$ cat config.mk
export PLATFORM = sky130hd
export DESIGN_NAME = sat_ctrl
export DESIGN_NICKNAME = d
export VERILOG_FILES = /design/src/sat_pkg.sv /design/src/sat_ctrl.sv
export SDC_FILE = /design/constraint.sdc
export NUM_CORES = 1
export LEC_CHECK = 0
export BUFFER_PORTS_ARGS = -buffer_cell sky130_fd_sc_hd__buf_2
export CORE_ASPECT_RATIO = 0.6
export CORE_UTILIZATION = 35
export CTS_CLUSTER_DIAMETER = 50
export DETAILED_ROUTE_END_ITERATION = 6
export PLACE_DENSITY_LB_ADDON = 0.25
export SETUP_SLACK_MARGIN = 0.5
export SLEW_MARGIN = 30
export SYNTH_ARGS = -nofsm -noshare
export SYNTH_HDL_FRONTEND = slang
export SYNTH_SLANG_ARGS = --single-unit
$ cat constraint.sdc
create_clock -name clk_i -period 4.5 [get_ports clk_i]
set_input_delay 0.225 -clock clk_i [delete_from_list [all_inputs] [get_ports clk_i]]
set_output_delay 0.225 -clock clk_i [all_outputs]
set_load 0.05 [all_outputs]
$ cat src/sat_pkg.sv
package sat_pkg;

  localparam logic [1:0] MODE_ADD      = 2'd0;
  localparam logic [1:0] MODE_ADD_BOTH = 2'd1;
  localparam logic [1:0] MODE_QUERY    = 2'd2;
  localparam logic [1:0] MODE_READ     = 2'd3;

  localparam logic [1:0] ST_OK      = 2'd0;
  localparam logic [1:0] ST_PRESENT = 2'd1;
  localparam logic [1:0] ST_FULL    = 2'd2;
  localparam logic [1:0] ST_RANGE   = 2'd3;
  localparam logic [1:0] RST_SKIP   = 2'd3;

  typedef struct packed {
    logic [1:0] mode;
    logic [7:0] node;
    logic [7:0] neighbor;
    logic [4:0] position;
  } in_t;

  typedef struct packed {
    logic [1:0] status;
    logic       found;
    logic [1:0] reverse_status;
    logic [5:0] list_length;
    logic [7:0] entry;
  } out_t;

  typedef enum logic [3:0] {
    DP_NOP,
    DP_CLR,
    DP_LOAD,
    DP_LEN_RD,
    DP_SRCH_RD,
    DP_SRCH_UPD,
    DP_HIT_RD,
    DP_SHIFT_RD,
    DP_SHIFT_WR,
    DP_INS_WR,
    DP_POS_RD,
    DP_FIN_RD
  } dp_op_e;

  typedef struct packed {
    dp_op_e op;
    logic   rev;   // work on the neighbor's row, keyed by node
  } cmd_t;

  typedef struct packed {
    logic [1:0] mode;
    logic       clr_done;
    logic       row_ok;
    logic       srch_more;
    logic       hit;
    logic       full;
    logic       shift_more;
    logic       pos_ok;
  } stat_t;

endpackage

$ cat src/sat_ctrl.sv
module sat_ctrl (
  input  logic           clk_i,
  input  logic           rst_ni,
  input  logic           in_valid_i,
  output logic           in_stall_o,
  output logic           out_valid_o,
  input  logic           out_stall_i,
  input  sat_pkg::stat_t stat_i,
  output sat_pkg::cmd_t  cmd_o,
  output logic [1:0]     status_o,
  output logic           found_o,
  output logic [1:0]     rstatus_o
);

  typedef enum logic [3:0] {
    S_CLR, S_IDLE, S_START, S_SRCH, S_SUPD, S_HIT,
    S_SHIFT, S_SHWR, S_POS, S_FIN, S_OUT
  } state_e;

  state_e     state_q;
  logic       rev_q;
  logic [1:0] status_q, rstatus_q;
  logic       found_q;

  logic       ins_end;
  logic [1:0] ins_code;
  logic       is_add;

  assign is_add = (stat_i.mode == sat_pkg::MODE_ADD) || (stat_i.mode == sat_pkg::MODE_ADD_BOTH);

  always_comb begin
    cmd_o.op  = sat_pkg::DP_NOP;
    cmd_o.rev = rev_q;
    ins_end   = 1'b0;
    ins_code  = sat_pkg::ST_OK;
    unique case (state_q)
      S_CLR:  cmd_o.op = sat_pkg::DP_CLR;
      S_IDLE: if (in_valid_i) cmd_o.op = sat_pkg::DP_LOAD;
      S_START: begin
        if (stat_i.row_ok) begin
          cmd_o.op = sat_pkg::DP_LEN_RD;
        end else if (is_add) begin
          ins_end  = 1'b1;
          ins_code = sat_pkg::ST_FULL;
        end
      end
      S_SRCH: cmd_o.op = stat_i.srch_more ? sat_pkg::DP_SRCH_RD : sat_pkg::DP_HIT_RD;
      S_SUPD: cmd_o.op = sat_pkg::DP_SRCH_UPD;
      S_HIT: begin
        if (is_add && stat_i.hit) begin
          ins_end  = 1'b1;
          ins_code = sat_pkg::ST_PRESENT;
        end else if (is_add && stat_i.full) begin
          ins_end  = 1'b1;
          ins_code = sat_pkg::ST_FULL;
        end
      end
      S_SHIFT: begin
        if (stat_i.shift_more) begin
          cmd_o.op = sat_pkg::DP_SHIFT_RD;
        end else begin
          cmd_o.op = sat_pkg::DP_INS_WR;
          ins_end  = 1'b1;
        end
      end
      S_SHWR: cmd_o.op = sat_pkg::DP_SHIFT_WR;
      S_POS:  if (stat_i.pos_ok) cmd_o.op = sat_pkg::DP_POS_RD;
      S_FIN:  cmd_o.op = sat_pkg::DP_FIN_RD;
      S_OUT:  ;
      default: ;
    endcase
  end

  always_ff @(posedge clk_i or negedge rst_ni) begin
    if (!rst_ni) begin
      state_q   <= S_CLR;
      rev_q     <= 1'b0;
      status_q  <= sat_pkg::ST_OK;
      found_q   <= 1'b0;
      rstatus_q <= sat_pkg::RST_SKIP;
    end else if (ins_end) begin
      // an insert finished: forward result may trigger the reverse insert
      if (!rev_q) begin
        status_q <= ins_code;
        if (stat_i.mode == sat_pkg::MODE_ADD_BOTH && ins_code == sat_pkg::ST_OK) begin
          rev_q   <= 1'b1;
          state_q <= S_START;
        end else begin
          state_q <= S_FIN;
        end
      end else begin
        rstatus_q <= ins_code;
        state_q   <= S_FIN;
      end
    end else begin
      unique case (state_q)
        S_CLR: if (stat_i.clr_done) state_q <= S_IDLE;
        S_IDLE: begin
          if (in_valid_i) begin
            rev_q     <= 1'b0;
            status_q  <= sat_pkg::ST_OK;
            found_q   <= 1'b0;
            rstatus_q <= sat_pkg::RST_SKIP;
            state_q   <= S_START;
          end
        end
        S_START: begin
          if (!rev_q && stat_i.mode == sat_pkg::MODE_READ) begin
            if (stat_i.row_ok) begin
              state_q <= S_POS;
            end else begin
              status_q <= sat_pkg::ST_RANGE;
              state_q  <= S_FIN;
            end
          end else if (stat_i.row_ok) begin
            state_q <= S_SRCH;
          end else begin
            state_q <= S_FIN;   // query on a missing row: not found
          end
        end
        S_SRCH: state_q <= stat_i.srch_more ? S_SUPD : S_HIT;
        S_SUPD: state_q <= S_SRCH;
        S_HIT: begin
          if (is_add) begin
            state_q <= S_SHIFT;
          end else begin
            found_q <= stat_i.hit;
            state_q <= S_FIN;
          end
        end
        S_SHIFT: state_q <= S_SHWR;
        S_SHWR:  state_q <= S_SHIFT;
        S_POS: begin
          if (!stat_i.pos_ok) status_q <= sat_pkg::ST_RANGE;
          state_q <= S_FIN;
        end
        S_FIN: state_q <= S_OUT;
        S_OUT: if (!out_stall_i) state_q <= S_IDLE;
        default: state_q <= S_IDLE;
      endcase
    end
  end

  assign in_stall_o  = state_q != S_IDLE;
  assign out_valid_o = state_q == S_OUT;
  assign status_o    = status_q;
  assign found_o     = found_q;
  assign rstatus_o   = rstatus_q;

endmodule

==> flow_summary_export.csv <==
group,metric,value,unit
global_routing,grt_util_met2,0.2373,
timing,fmax,465.1,MHz
setup_path,r2r-start,"state_q[1]",
timing,skew,0.001342,ns
cts,path_clk_slew,0.05,ns
setup_path,startpoint_type,"flip-flop",
global_routing,antenna_found_initial,0,
synth,yosys_warnings,0,
setup_path,path_class,"flip-flop to output pin",
synth,synth.area.top_cells,"dfrtp_1, dfstp_2, o21ai_0, nand2b_1, nor2_1",
global_routing,grt_use_total,0.1845,
min_path,hold_class,"input port to asynchronous set/reset pin",
cts,root_buffer,"clkbuf_8",
floorplanning,core_region_area,2326,um2
cts,cts_buffers,3,
cts,cts.htree.levels,1,
global_routing,gr-usage-met3,0.01099,
synth,syn_area,920.9,um2
synth,synth_top_area_frac,0.2174,
cells_and_area,final_cells,165,
cts,clockBufferDepth,2,
placed_design,place_hpwl,1825,um
global_routing,grt_busiest_layer,"met1",
global_routing,grt_pass1_wl,4071,um
timing,finalMaxSlewViolations,0,
cells_and_area,nets,149,
timing,fin_crit,2.150,ns
status,status,"completed",
timing,period_share,0.4778,
global_routing,grtUsageMet1,0.3174,
power_and_ir_drop,cellInternalPower,0.0003923,W
setup_path,path_max_fanout,18,
power_and_ir_drop,vdd_drop_max,0.2798,mV
floorplanning,row_count,13,
synth,ys_ff_latch,10,
synth,async_reset_ff_frac,1.000,
synth,syn-num-nets,130,
cts,cts_resized,0,
cts,insertion_delay,0.23,ns
floorplanning,die_x,68.22,um
timing,grt_setup_unrepaired,"no",
setup_path,cp-end-kind,"output pin",
synth,yosysTopAreaCell,"dfrtp_1",
global_routing,grt_pass1_vias,852,
power_and_ir_drop,p_seq_frac,0.259,
routing,routed_wl,2473,um
placed_design,dpl.cell_count,160,
power_and_ir_drop,p_sw_frac,0.5593,
synth,synthesis.instances,117,
timing,tightest_slew,0.6274,ns
floorplanning,ios,25,
setup_path,r2r_end,"state_q[3]",
global_routing,grt_max_degree,21,
placed_design,gp_congestion,0.8488,
timing,max_slew_margin,0.5818,
floorplanning,start_util,0.3959,
global_routing,overflow,0,
floorplanning,die_h,41.73,um
synth,synthDistinctLibCells,41,
timing,fin_tns_setup,0,ns
cells_and_area,areaGrowthSynthToFinish,18.07,%
routing,drt.antenna.violating_nets,0,
power_and_ir_drop,p_comb_frac,0.616,
cts,clock_sinks,10,
routing,drc,0,
power_and_ir_drop,leakagePower,0.4611,nW
power_and_ir_drop,clock_power_share,0.125,
floorplanning,die-area,2847,um2
setup_path,cp_data_required_time,4.28,ns
setup_path,worstPathArrival,1.92,ns
cells_and_area,n_antenna_cell,0,
setup_path,r2r_slack,2.38,ns
routing,drt-initial-drc-count,75,
routing,via_per_inst,5.903,
flow_run,cap_violations,0,
cells_and_area,fillers,237,
cells_and_area,seq_area,252.7,um2
synth,avgSynthCellArea,7.871,um2
synth,synth-edff-count,0,
timing,finalSetupViolCount,0,
cells_and_area,multi_input_area,593.1,um2
timing,hold_viol,0,
synth,synth_seq_area_share,0.2745,
synth,yosys_most_used_dff,"dfrtp_1",
power_and_ir_drop,power_switching,0.0004980,W
cells_and_area,drive_above_1_share,0.2667,
setup_path,reg2reg_depth,5,
routing,routedWlPerCell,14.99,um
power_and_ir_drop,p_per_area,818.8,nW/um2
cts,tritoncts,"built",
routing,vias,974,
cts,postCtsSetupBuffers,0,
routing,first_pass_iters,4,
placed_design,port_buffers,24,
-- cell families after synthesis --
family                 Yosys count  synth area share
flip-flops                      10            0.2745
AO/OA/AOI/OAI                   39            0.3220
buffers and inverters           16           0.08152
AND/OR/NAND/NOR                 51            0.3111
multiplexers                     1           0.01087
-- sequential cells by signal (all words and copies together), names as in the netlist --
register / cells
state_q: 4
found_o: 1
rstatus_o: 2
status_o: 2
rev_q: 1
-- repair_timing --
action,4_1_cts,5_1_grt
endpoints found under the hold margin,8,0
endpoints found under the setup margin,0,0
hold buffers,1,0
-- cells in the final DEF (no fill, tap or decap), types with 2 or more instances in the layout --
cell type   n
o221a_1     2
nand2_1     7
nand2_2     2
dfrtp_1     8
nand3_1     2
nand3b_1    2
nor2_1     11
nor4_1      2
o41ai_1     3
buf_2      24
dfstp_2     2
o32ai_1     2
o22ai_1     2
inv_1       5
nand2b_1    7
clkbuf_8    4
a21oi_1     7
nor3_1      7
nor2b_1     4
o21ai_0    10
a221o_1     3
-- stage by stage --
step	total power [W]	util	hold slack, ns	worst slack, ns	cell area [um2]
after floorplan	0.0006693	-	-0.07059	1.846	920.9
after global placement	0.0007678	0.4395	0.09219	2.399	1022
after detailed placement	0.0007712	0.4395	0.09708	2.433	1022
after CTS	0.0008876	0.4675	0.3786	2.370	1087
after global routing	0.0009461	0.4675	0.4044	2.184	1087
final	0.0008903	0.4675	0.3782	2.350	1087
-- worst max-delay path by stage --
stage	start	to	cells past startpoint
2_1_floorplan	state_q[1]	cmd_o[2]	3
3_3_place_gp	state_q[1]	state_q[3]	5
3_5_place_dp	state_q[1]	status_o[1]	5
4_1_cts	state_q[2]	cmd_o[4]	4
5_1_grt	state_q[1]	state_q[3]	5
6_report	state_q[2]	cmd_o[4]	4
-- power by group through the flow --
stage | Combinational [W] | Clock (W) | Sequential (W)
2_1_floorplan | 0.000439 | 0 | 0.000230
3_3_place_gp | 0.000543 | 0 | 0.000225
3_5_place_dp | 0.000546 | 0 | 0.000226
4_1_cts | 0.000546 | 0.000115 | 0.000227
5_1_grt | 0.000585 | 0.000122 | 0.000239
6_report | 0.000549 | 0.000111 | 0.000230
-- final cells by class --
class	count	share of cell area
sequential	10	0.2325
tap	30	0.03452
inverter	5	0.01726
timing repair buffer	25	0.1197
multi-input combinational	91	0.5455
clock buffer	4	0.05063
-- synth_stat cells, types with 3 or more instances --
cell,instances
nor2_1,11
o21ai_0,10
dfrtp_1,8
a21oi_1,7
nand2_1,7
nand2b_1,7
nor3_1,7
clkbuf_1,6
inv_1,5
nor2b_1,4
a221o_1,3
buf_2,3
o41ai_1,3
-- layer usage --
| layer | wire, um | up-vias | share of wire |
|---|---|---|---|
| met5 | 0 | - | 0 |
| met4 | 0 | 0 | 0 |
| met3 | 166 | 0 | 0.067 |
| met2 | 1035 | 43 | 0.42 |
| met1 | 1271 | 455 | 0.51 |
| li1 | - | 476 | - |
-- critical path, cell delays in order (launching register included) --
cell	delay, ns
dfrtp_1	0.69
nand2b_1	0.36
o22ai_1	0.12
a221o_1	0.31
buf_2	0.21
Power figures use the tool's default switching activity.
